`src/rtl/lcg_pkg.sv`:
```
package lcg_pkg;

  localparam int unsigned VALUE_W = 16;
  localparam int unsigned SUM_W   = 2 * VALUE_W + 1;
  localparam int unsigned BIT_W   = $clog2(SUM_W);
  localparam int unsigned IDX_W   = 2;

  localparam logic [IDX_W-1:0] REG_MULTIPLIER = 2'd0;
  localparam logic [IDX_W-1:0] REG_INCREMENT  = 2'd1;
  localparam logic [IDX_W-1:0] REG_MODULUS    = 2'd2;

  localparam logic [VALUE_W-1:0] RST_MULTIPLIER = VALUE_W'(5);
  localparam logic [VALUE_W-1:0] RST_INCREMENT  = VALUE_W'(3);
  localparam logic [VALUE_W-1:0] RST_MODULUS    = VALUE_W'(23);

  localparam logic KIND_STEP = 1'b0;
  localparam logic KIND_LOAD = 1'b1;

  localparam logic [BIT_W-1:0] SUM_MSB = BIT_W'(SUM_W - 1);

  typedef struct packed {
    logic load;
    logic mul;
    logic div;
    logic fin;
  } cmd_t;

  typedef struct packed {
    logic last;
  } status_t;

endpackage

```
`src/rtl/lcg_in_if.sv`:
```
interface lcg_in_if;
  logic                          valid;
  logic                          ready;
  logic                          kind;
  logic [lcg_pkg::VALUE_W-1:0]   seed_value;

  modport source (output valid, output kind, output seed_value, input ready);
  modport sink   (input valid, input kind, input seed_value, output ready);
endinterface

```
`src/rtl/lcg_out_if.sv`:
```
interface lcg_out_if;
  logic                          valid;
  logic                          ready;
  logic [lcg_pkg::VALUE_W-1:0]   value;

  modport source (output valid, output value, input ready);
  modport sink   (input valid, input value, output ready);
endinterface

```
`src/rtl/lcg_ctrl.sv`:
```
module lcg_ctrl (
  input  logic              clk_i,
  input  logic              rst_ni,
  input  logic              in_valid_i,
  input  logic              in_kind_i,
  output logic              in_ready_o,
  input  logic              out_ready_i,
  output logic              out_valid_o,
  input  lcg_pkg::status_t  st_i,
  output lcg_pkg::cmd_t     cmd_o
);

  localparam logic [1:0] S_IDLE = 2'd0;
  localparam logic [1:0] S_MUL  = 2'd1;
  localparam logic [1:0] S_DIV  = 2'd2;
  localparam logic [1:0] S_DONE = 2'd3;

  logic [1:0] state_q, state_d;
  logic       out_valid_q, out_valid_d;
  logic       accept;

  assign in_ready_o  = (state_q == S_IDLE);
  assign out_valid_o = out_valid_q;
  assign accept      = in_valid_i && in_ready_o;

  always_comb begin
    state_d = state_q;
    cmd_o   = '0;
    unique case (state_q)
      S_IDLE: begin
        if (accept) begin
          if (in_kind_i == lcg_pkg::KIND_LOAD) begin
            cmd_o.load = 1'b1;
          end else begin
            state_d = S_MUL;
          end
        end
      end
      S_MUL: begin
        cmd_o.mul = 1'b1;
        state_d   = S_DIV;
      end
      S_DIV: begin
        cmd_o.div = 1'b1;
        if (st_i.last) begin
          state_d = S_DONE;
        end
      end
      S_DONE: begin
        if (!out_valid_q || out_ready_i) begin
          cmd_o.fin = 1'b1;
          state_d   = S_IDLE;
        end
      end
      default: state_d = S_IDLE;
    endcase
  end

  always_comb begin
    priority if (cmd_o.fin) begin
      out_valid_d = 1'b1;
    end else if (out_ready_i) begin
      out_valid_d = 1'b0;
    end else begin
      out_valid_d = out_valid_q;
    end
  end

  always_ff @(posedge clk_i or negedge rst_ni) begin
    if (!rst_ni) begin
      state_q     <= S_IDLE;
      out_valid_q <= 1'b0;
    end else begin
      state_q     <= state_d;
      out_valid_q <= out_valid_d;
    end
  end

`ifndef SYNTHESIS
  a_step_starts: assert property (@(posedge clk_i) disable iff (!rst_ni)
    (accept && in_kind_i == lcg_pkg::KIND_STEP) |=> state_q == S_MUL)
    else $error("step request did not start the multiply");

  a_load_stays_idle: assert property (@(posedge clk_i) disable iff (!rst_ni)
    (accept && in_kind_i == lcg_pkg::KIND_LOAD) |=> state_q == S_IDLE)
    else $error("load request left idle");

  a_mul_then_div: assert property (@(posedge clk_i) disable iff (!rst_ni)
    state_q == S_MUL |=> state_q == S_DIV)
    else $error("multiply not followed by remainder loop");

  a_div_runs: assert property (@(posedge clk_i) disable iff (!rst_ni)
    (state_q == S_DIV && !st_i.last) |=> state_q == S_DIV)
    else $error("remainder loop ended early");

  a_valid_from_done: assert property (@(posedge clk_i) disable iff (!rst_ni)
    $rose(out_valid_q) |-> $past(state_q == S_DONE))
    else $error("result raised outside completion");
`endif

endmodule

```
`src/rtl/lcg_dp.sv`:
```
module lcg_dp (
  input  logic                          clk_i,
  input  logic                          rst_ni,
  input  logic                          cfg_we_i,
  input  logic [lcg_pkg::IDX_W-1:0]     cfg_idx_i,
  input  logic [lcg_pkg::VALUE_W-1:0]   cfg_data_i,
  input  logic [lcg_pkg::VALUE_W-1:0]   seed_i,
  input  lcg_pkg::cmd_t                 cmd_i,
  output lcg_pkg::status_t              st_o,
  output logic [lcg_pkg::VALUE_W-1:0]   value_o
);

  logic [lcg_pkg::VALUE_W-1:0]   mult_q, incr_q, mod_q;
  logic [lcg_pkg::VALUE_W-1:0]   cur_q;
  logic [lcg_pkg::VALUE_W-1:0]   out_q;
  logic [lcg_pkg::SUM_W-1:0]     sum_q;
  logic [lcg_pkg::VALUE_W-1:0]   rem_q, rem_d;
  logic [lcg_pkg::BIT_W-1:0]     bit_q;
  logic [2*lcg_pkg::VALUE_W-1:0] prod;
  logic [lcg_pkg::VALUE_W:0]     rem_shift;
  logic [lcg_pkg::VALUE_W:0]     rem_sub;
  logic [lcg_pkg::VALUE_W-1:0]   result;

  assign prod      = (2*lcg_pkg::VALUE_W)'(mult_q) * (2*lcg_pkg::VALUE_W)'(cur_q);
  assign rem_shift = {rem_q, sum_q[bit_q]};
  assign rem_sub   = rem_shift - {1'b0, mod_q};
  assign rem_d     = (rem_shift >= {1'b0, mod_q}) ? rem_sub[lcg_pkg::VALUE_W-1:0]
                                                   : rem_shift[lcg_pkg::VALUE_W-1:0];
  assign result    = (mod_q == '0) ? sum_q[lcg_pkg::VALUE_W-1:0] : rem_q;

  assign st_o.last = (bit_q == '0);
  assign value_o   = out_q;

  always_ff @(posedge clk_i or negedge rst_ni) begin
    if (!rst_ni) begin
      mult_q <= lcg_pkg::RST_MULTIPLIER;
      incr_q <= lcg_pkg::RST_INCREMENT;
      mod_q  <= lcg_pkg::RST_MODULUS;
      cur_q  <= '0;
    end else begin
      if (cfg_we_i) begin
        unique case (cfg_idx_i)
          lcg_pkg::REG_MULTIPLIER: mult_q <= cfg_data_i;
          lcg_pkg::REG_INCREMENT:  incr_q <= cfg_data_i;
          lcg_pkg::REG_MODULUS:    mod_q  <= cfg_data_i;
          default: ;
        endcase
      end
      if (cmd_i.load) begin
        cur_q <= seed_i;
      end else if (cmd_i.fin) begin
        cur_q <= result;
      end
    end
  end

  always_ff @(posedge clk_i) begin
    if (cmd_i.mul) begin
      sum_q <= {1'b0, prod} + lcg_pkg::SUM_W'(incr_q);
      rem_q <= '0;
      bit_q <= lcg_pkg::SUM_MSB;
    end else if (cmd_i.div) begin
      rem_q <= rem_d;
      bit_q <= bit_q - lcg_pkg::BIT_W'(1);
    end
    if (cmd_i.fin) begin
      out_q <= result;
    end
  end

endmodule

```
`src/rtl/linear_congruential_generator.sv`:
```
// linear congruential generator, value' = (multiplier * value + increment) mod modulus;
// a load request sets the value to its seed when it is accepted and returns nothing, a step
// request returns the new value on the result port, and the next request can be taken in
// the cycle in which that result appears: a multiply-add into a 33-bit sum, then a
// one-bit-per-cycle restoring remainder over that sum, then a write back once the previous result is taken;
// a modulus of zero yields the sum modulo 2^16; write the configuration only while idle
module linear_congruential_generator (
  input  logic                          clk_i,
  input  logic                          rst_ni,
  lcg_in_if.sink                        req_i,
  lcg_out_if.source                     res_o,
  input  logic                          cfg_we_i,
  input  logic [lcg_pkg::IDX_W-1:0]     cfg_idx_i,
  input  logic [lcg_pkg::VALUE_W-1:0]   cfg_data_i
);

  lcg_pkg::cmd_t    cmd;
  lcg_pkg::status_t st;

  lcg_ctrl u_ctrl (
    .clk_i       (clk_i),
    .rst_ni      (rst_ni),
    .in_valid_i  (req_i.valid),
    .in_kind_i   (req_i.kind),
    .in_ready_o  (req_i.ready),
    .out_ready_i (res_o.ready),
    .out_valid_o (res_o.valid),
    .st_i        (st),
    .cmd_o       (cmd)
  );

  lcg_dp u_dp (
    .clk_i      (clk_i),
    .rst_ni     (rst_ni),
    .cfg_we_i   (cfg_we_i),
    .cfg_idx_i  (cfg_idx_i),
    .cfg_data_i (cfg_data_i),
    .seed_i     (req_i.seed_value),
    .cmd_i      (cmd),
    .st_o       (st),
    .value_o    (res_o.value)
  );

endmodule
```
`src/flat_wrapper.sv`:
```
// flat-port wrapper written by rule: the top's interface ports become plain ports
module linear_congruential_generator_flat 
  (clk_i, rst_ni, cfg_we_i, cfg_idx_i, cfg_data_i, req_i_valid, req_i_kind, req_i_seed_value, req_i_ready, res_o_valid, res_o_value, res_o_ready);
  lcg_in_if req_i_i ();
  lcg_out_if res_o_i ();
  input  logic clk_i;
  input  logic rst_ni;
  input  logic cfg_we_i;
  input  logic [lcg_pkg::IDX_W-1:0] cfg_idx_i;
  input  logic [lcg_pkg::VALUE_W-1:0] cfg_data_i;
  input wire logic [$bits(req_i_i.valid)-1:0] req_i_valid;
  input wire logic [$bits(req_i_i.kind)-1:0] req_i_kind;
  input wire logic [$bits(req_i_i.seed_value)-1:0] req_i_seed_value;
  output wire logic [$bits(req_i_i.ready)-1:0] req_i_ready;
  output wire logic [$bits(res_o_i.valid)-1:0] res_o_valid;
  output wire logic [$bits(res_o_i.value)-1:0] res_o_value;
  input wire logic [$bits(res_o_i.ready)-1:0] res_o_ready;
  assign req_i_i.valid = req_i_valid;
  assign req_i_i.kind = req_i_kind;
  assign req_i_i.seed_value = req_i_seed_value;
  assign req_i_ready = req_i_i.ready;
  assign res_o_valid = res_o_i.valid;
  assign res_o_value = res_o_i.value;
  assign res_o_i.ready = res_o_ready;
  linear_congruential_generator u_core (.clk_i(clk_i), .rst_ni(rst_ni), .req_i(req_i_i), .res_o(res_o_i), .cfg_we_i(cfg_we_i), .cfg_idx_i(cfg_idx_i), .cfg_data_i(cfg_data_i));
endmodule
```
`config.mk`:
```
export PLATFORM = sky130hd
export DESIGN_NAME = linear_congruential_generator_flat
export DESIGN_NICKNAME = d
export VERILOG_FILES = /design/src/rtl/lcg_pkg.sv /design/src/rtl/lcg_in_if.sv /design/src/rtl/lcg_out_if.sv /design/src/rtl/lcg_ctrl.sv /design/src/rtl/lcg_dp.sv /design/src/rtl/linear_congruential_generator.sv /design/src/flat_wrapper.sv
export SDC_FILE = /design/constraint.sdc
export NUM_CORES = 1
export LEC_CHECK = 0
export BUFFER_PORTS_ARGS = -buffer_cell sky130_fd_sc_hd__buf_2
export CAP_MARGIN = 20
export CORE_MARGIN = 3
export CORE_UTILIZATION = 55
export CTS_BUF_LIST = sky130_fd_sc_hd__clkbuf_8
export DETAILED_ROUTE_END_ITERATION = 10
export PLACE_DENSITY_LB_ADDON = 0.15
export SYNTH_ARGS = -nofsm -noshare
export SYNTH_HDL_FRONTEND = slang
export SYNTH_SLANG_ARGS = --single-unit
export TNS_END_PERCENT = 20
```
`constraint.sdc`:
```
create_clock -name clk_i -period 6.9 [get_ports clk_i]
set_clock_uncertainty 0.1 [all_clocks]
set_input_delay 0.345 -clock clk_i [delete_from_list [all_inputs] [get_ports clk_i]]
set_output_delay 0.345 -clock clk_i [all_outputs]
set_load 0.02 [all_outputs]
```
==> results.toml, run 1 <==
[status]
outcome = "finished, final reports clean"

[cells_and_area]
fill_cells = 2356
utilization = 0.6137
syn_to_final_growth_pct = 8.315
fin_nets = 2014
diodes = 0
drive_above_1_share = 0.1369

[timing]
finalSetupViolCount = 0
fmax_ghz = 0.1527
min_period_over_period = 0.9493
finalCriticalPeriod_ns = 6.550
slew-limit-headroom = 0.2859
hold_viol = 0
slew_viol_final = 0
worst_slew_pin_slew_ns = 1.070

[run]
maxCapViolations = 0

[critical_path]
worstPathArrival_ns = 6.68
critPathBufInv = 5
path_max_fanout = 13
cp_slowest_cell = "dfrtp_1"
crit_type = "reg -> reg"
critPathMostFrequentCell = "fa_1"
critPathCaptureType = "flop"
crit_required_ns = 7.03
critical_path.top_delay_family = "adder cells"
max_stage_delay_ns = 0.72
critical_path.cell_chain = "nand2_1 > fa_1 > inv_1 > fa_1 > inv_1 > fa_1 > inv_1 > fa_1 > fa_1 > inv_1 > fa_1 > inv_1 > ha_1 > a21oi_1 > o21ai_1 > a311oi_1 > nand2_1 > o22a_1 > a211o_1 > a21oi_1 > o21ai_1 > xor2_1"
startpoint_type = "flop"

[clocking]
cts_tree = "done"
cts_sinks = 138
postCtsSetupBuffers = 0
cts.path.max_buffers = 2
root_buffer = "clkbuf_8"
htree_levels = 4
cts.clk_slew.worst_paths_ns = 0.09
clock_latency_ns = 0.48
cts_made_buffers = 17

[detailed_routing]
antenna_left = 0
routedWlPerCell_um = 19.01
via_per_inst = 5.460
first_iter_violations = 631
drcViolationCount = 0
first_pass_iters = 5
routed_wl_mm = 38.31
vias = 11000

[synth]
yosys.area.top_type = "fa_1"
synth_cells = 1570
synth-edff-count = 49
avgSynthCellArea_sq_um = 9.862
synth_seq_area_share = 0.2324
async_reset_ff_frac = 0.4855
synthTopCellsByArea = "fa_1, ha_1, dfrtp_1"
yosysMostFrequentCell = "inv_1"
ys_ff_latch = 138
syn_area_sq_um = 15480
syn-num-nets = 1954
synth_common_cells = "inv_1, fa_1, nand2_1"
yosys_warnings = 0
synth_top_area_share = 0.2741
synthDistinctLibCells = 63
synth-main-ff-cell = "dfrtp_1"

[die]
fp.dieH_um = 173.8
die_x_um = 173.8
die_area_sq_um = 30200
rows = 60
io-pin-count = 58
start_util = 0.5666
coreArea_sq_um = 27330

[min_path]
min-delay-path-class = "in -> reg"

[grt]
overflow = 0
antenna_found_initial = 0
gr-usage-all-layers = 0.2684
grt_pass1_vias = 11660
grt_pass1_wl_mm = 63.54
grt_max_degree = 68

[placement]
gp_congestion = 0.9513
dp_hpwl_mm = 30.60
portBuffers = 57
-- worst reg2reg max path: cells and delay by family (launching register included) --
family | cells | cell delay [ns]
xor+xnor | 1 | 0.15
compound gates | 7 | 1.54
buf+inv | 5 | 0.26
fa+ha+maj | 7 | 3.31
simple gates | 2 | 0.23
flops | 1 | 0.72
-- registers in the layout, indices dropped and copies added, names as in the netlist --
| name | cells |
|---|---|
| u_core.u_dp.incr_q | 16 |
| u_core.u_ctrl.state_q | 2 |
| u_core.u_dp.sum_q | 33 |
| u_core.u_dp.cur_q | 16 |
| u_core.u_dp.mult_q | 16 |
| u_core.u_dp.bit_q | 6 |
| u_core.u_dp.mod_q | 16 |
| u_core.u_ctrl.out_valid_o | 1 |
| u_core.u_dp.rem_q | 16 |
| u_core.u_dp.value_o | 16 |
-- per-stage QoR --
step / worst slack, ns / setup TNS, ns / hold slack [ns] / std cells / area, sq um
after floorplan: 0.6703 / 0 / -0.05059 / 1570 / 15480
after global placement: 0.2816 / 0 / 0.3899 / 1974 / 16260
after detailed placement: 0.2397 / 0 / 0.3933 / 1974 / 16260
after CTS: 0.2361 / 0 / 0.002888 / 2013 / 16720
after global routing: -0.003761 / -0.003761 / 0.01702 / 2015 / 16770
final: 0.3502 / 0 / 0.01874 / 2015 / 16770
-- cells in the final DEF, fill, tap and decap left out, types with 22 or more instances in the layout --
cell,instances
mux2i_1,23
dfrtp_1,50
inv_1,316
xnor2_1,23
dfxtp_1,22
nor2_1,51
and2_1,111
o21ai_1,25
buf_4,32
fa_1,212
a21oi_1,45
mux2_2,64
nand2_1,190
edfxtp_1,49
buf_2,57
ha_1,131
-- final timing paths --
| kind | to | from | cells past startpoint | slack, ns |
|---|---|---|---|---|
| min in group asynchronous | u_core.u_ctrl.state_q[1]$_DFFE_PN0P_ | rst_ni | 3 | 0.50 |
| worst min register to register | u_core.u_dp.incr_q[5]$_DFFE_PN0P_ | u_core.u_dp.incr_q[5]$_DFFE_PN0P_ | 1 | 0.41 |
| worst min-delay path | u_core.u_dp.cur_q[14]$_DFFE_PN0P_ | req_i_seed_value[14] | 3 | 0.02 |
| max in group asynchronous | u_core.u_dp.mult_q[4]$_DFFE_PN0P_ | rst_ni | 3 | 5.52 |
| worst max register to register | u_core.u_dp.sum_q[30]$_DFFE_PN_ | u_core.u_dp.cur_q[9]$_DFFE_PN0P_ | 22 | 0.35 |
| worst max-delay path | u_core.u_dp.sum_q[30]$_DFFE_PN_ | u_core.u_dp.cur_q[9]$_DFFE_PN0P_ | 22 | 0.35 |
-- kinds of logic after synthesis --
logic type	after synthesis	share of synthesized area
AOI/OAI and AO/OA	162	0.06812
DFF	138	0.2324
and+or+nand+nor	418	0.1296
buffers and inverters	373	0.09131
muxes	99	0.07741
adders and majority gates	344	0.3808
xor gates and xnor gates	36	0.02036
-- final cells by class --
type	count	area (sq um)	share of cell area
inverters	316	1186	0.07073
repair buffers	98	633.1	0.03775
well taps	372	465.4	0.02775
flip-flops and latches	138	3610	0.2152
multi-input cells	1059	10490	0.6252
clock inverters	15	157.7	0.009400
clock buffers	17	234.0	0.01395
-- timing repair --
item	in CTS	in global routing
gates resized for setup	0	9
endpoints found under the setup margin	0	3
hold buffers	7	1
endpoints found under the hold margin	7	1
-- layer usage --
layer	GRT usage	up-vias	wire length [um]
met5	0	-	0
met4	0.09216	0	1462
met3	0.05169	76	2074
met2	0.4398	325	18710
met1	0.3601	5519	16070
li1	-	5081	-
Power of run 1 is left out: the tool's default activity adds up to more than one toggle a clock period on the data nets, which glitch-free logic cannot reach.
==> inputs of run 2 (changes only) <==
--- a/config.mk
+++ b/config.mk
@@ -11,8 +11,9 @@
 export CORE_UTILIZATION = 55
 export CTS_BUF_LIST = sky130_fd_sc_hd__clkbuf_8
 export DETAILED_ROUTE_END_ITERATION = 10
-export PLACE_DENSITY_LB_ADDON = 0.15
+export PLACE_DENSITY = 0.81
 export SYNTH_ARGS = -nofsm -noshare
 export SYNTH_HDL_FRONTEND = slang
+export SYNTH_HIERARCHICAL = 1
 export SYNTH_SLANG_ARGS = --single-unit
 export TNS_END_PERCENT = 20
==> run 2 against run 1 <==
  * Register-to-register slack got worse by 0.097 ns
  * Hold slack improved by 0.014 ns
  * Routed wire length increased by 0.49%
  * Maximum frequency decreased by 1.5%
  * Design area decreased by 0.41%
  * Sequential cell count unchanged
  * Sequential share of layout area increased by 0.059 points
  * Utilization decreased by 0.25 points
  * Global-route usage decreased by 0.33 points
  * Die area about the same
  * Synthesized cell count decreased by 3.4%
  * Cell count decreased by 2.9%
  * Largest cell class unchanged
==> results.toml, run 2 <==
[timing]
slew_viol_final = 0
worst_slew_pin_slew_ns = 1.076
fmax_ghz = 0.1504
finalCriticalPeriod_ns = 6.647
finalSetupViolCount = 0
hold_viol = 0
slew-limit-headroom = 0.2815
min_period_over_period = 0.9634
setup_tns_ns = 0
rsz0062_at_grt = "false"

[clocking]
cts.clk_slew.worst_paths_ns = 0.09
root_buffer = "clkbuf_8"
htree_levels = 4
clock_latency_ns = 0.47
cts_tree = "done"
cts.path.max_buffers = 2
cts_sinks = 138
cts_made_buffers = 17

[die]
die_x_um = 173.8
die_area_sq_um = 30190
fp.dieH_um = 173.8
io-pin-count = 58
coreArea_sq_um = 27330
start_util = 0.5664
rows = 60

[placement]
dp_hpwl_mm = 30.30
gp_congestion = 0.9523
portBuffers = 57
placed_cell_area_sq_um = 16210

[synth]
yosys.area.top_type = "fa_1"
synth-main-ff-cell = "dfrtp_1"
synthDistinctLibCells = 80
syn-num-nets = 1902
async_reset_ff_frac = 0.4855
synth-edff-count = 49
synth_top_area_share = 0.2742
synth_common_cells = "inv_1, fa_1, nand2_1"
synthTopCellsByArea = "fa_1, ha_1, dfrtp_1"
yosys_warnings = 6
avgSynthCellArea_sq_um = 10.20
synth_cells = 1517
syn_area_sq_um = 15480
ys_ff_latch = 138
synth_seq_area_share = 0.2325
yosysMostFrequentCell = "inv_1"

[critical_path]
crit_required_ns = 7.03
worstPathArrival_ns = 6.77
path_max_fanout = 17
startpoint_type = "flop"
crit_type = "reg -> reg"
critPathCaptureType = "flop"

[cells_and_area]
largest_reg_flops = 33
diodes = 0
regArea_sq_um = 3605
multi_input_area_sq_um = 10650
fin_nets = 1957
drive_above_1_share = 0.1470
syn_to_final_growth_pct = 7.906
final_cell_mix = "inv_1, fa_1, nand2_1"
regMostFlops = "u_core/u_dp/sum_q"
final_common_cell = "inv_1"
final_area_sq_um = 16700
fill_cells = 2198

[min_path]
min-delay-path-class = "in -> reg"

[grt]
antenna_found_initial = 0
overflow = 0
gr-usage-all-layers = 0.2651
grt_pass1_wl_mm = 62.91
grt_pass1_vias = 11860
grt_max_degree = 68

[detailed_routing]
routedWlPerCell_um = 19.67
first_pass_iters = 6
drcViolationCount = 0
routed_wl_mm = 38.50
vias = 11150
via_per_inst = 5.695
antenna_left = 0
first_iter_violations = 964

[run]
maxCapViolations = 0

[status]
outcome = "finished, final reports clean"
run 2: cell families (layout without fill, tap and decap cells):
| kind of cell | Yosys count | count (layout) | synth area share |
|---|---|---|---|
| simple gates | 412 | 412 | 0.1274 |
| fa+ha+maj | 345 | 345 | 0.3817 |
| buf+inv | 326 | 394 | 0.08003 |
| compound gates | 154 | 154 | 0.07582 |
| flops | 138 | 138 | 0.2325 |
| mux | 105 | 105 | 0.08164 |
| xor+xnor | 37 | 37 | 0.02094 |
run 2: path summary, 6_finish.rpt:
| path | start | endpoint | slack (ns) | cells after the start |
|---|---|---|---|---|
| max in group asynchronous | rst_ni | u_core/u_dp/cur_q[2]$_DFFE_PN0P_ | 5.57 | 3 |
| hold reg to reg | u_core/u_dp/incr_q[12]$_DFFE_PN0P_ | u_core/u_dp/incr_q[12]$_DFFE_PN0P_ | 0.42 | 1 |
| setup reg to reg | u_core/u_dp/mult_q[12]$_DFFE_PN0P_ | u_core/u_dp/sum_q[32]$_DFFE_PP_ | 0.25 | 19 |
| setup / recovery | u_core/u_dp/mult_q[12]$_DFFE_PN0P_ | u_core/u_dp/sum_q[32]$_DFFE_PP_ | 0.25 | 19 |
| hold / removal | req_i_seed_value[8] | u_core/u_dp/cur_q[8]$_DFFE_PN0P_ | 0.03 | 3 |
| min in group asynchronous | rst_ni | u_core/u_dp/cur_q[6]$_DFFE_PN0P_ | 0.49 | 3 |
run 2: worst max-delay path: stages, from the launching register on:
cell and delay, ns:
dfrtp_1 0.63, and2_1 0.31, fa_1 0.55, inv_1 0.06, fa_1 0.58, inv_1 0.07, fa_1 0.52, fa_1 0.44
fa_1 0.52, fa_1 0.49, ha_1 0.37, and3_1 0.24, a221o_1 0.35, a21oi_1 0.18, o2bb2ai_1 0.13, a31oi_4 0.21
a21oi_4 0.10, a211o_1 0.30, a21oi_2 0.15, xnor2_1 0.08
run 2: cell type report:
type | instances | share of cell area
sequential | 138 | 0.2158
inverter | 267 | 0.06000
multi-input combinational | 1053 | 0.6379
clock inverter | 15 | 0.008765
tap | 372 | 0.02787
clock buffer | 17 | 0.01401
timing repair buffer | 95 | 0.03566
run 2: routing by layer:
layer  vias up  track usage  share of wire
met1      5592       0.3533           0.40
met3        95      0.04380          0.072
met2       486       0.4321           0.48
met5         -            0              0
met4         0       0.1123          0.045
li1       4972            -              -
run 2: timing repair:
action / in CTS / in global routing
resized for setup: 0 / 6
endpoints found under the setup margin: 0 / 2
buffers inserted: 0 / 0
hold endpoints to repair: 48 / 0
hold buffers: 10 / 0
run 2: per-stage QoR:
stage               cells  worst slack (ns)  hold slack [ns]  utilization
global placement     1915            0.3279           0.3896       0.5933
global route         1957          0.004108          0.01291       0.6112
finish               1957            0.2529          0.03322       0.6112
detailed placement   1915            0.2834           0.3970       0.5933
floorplan            1517            0.7165         -0.05059            -
CTS                  1957            0.2552         0.004570       0.6109
Power of run 2 is left out for the same reason.
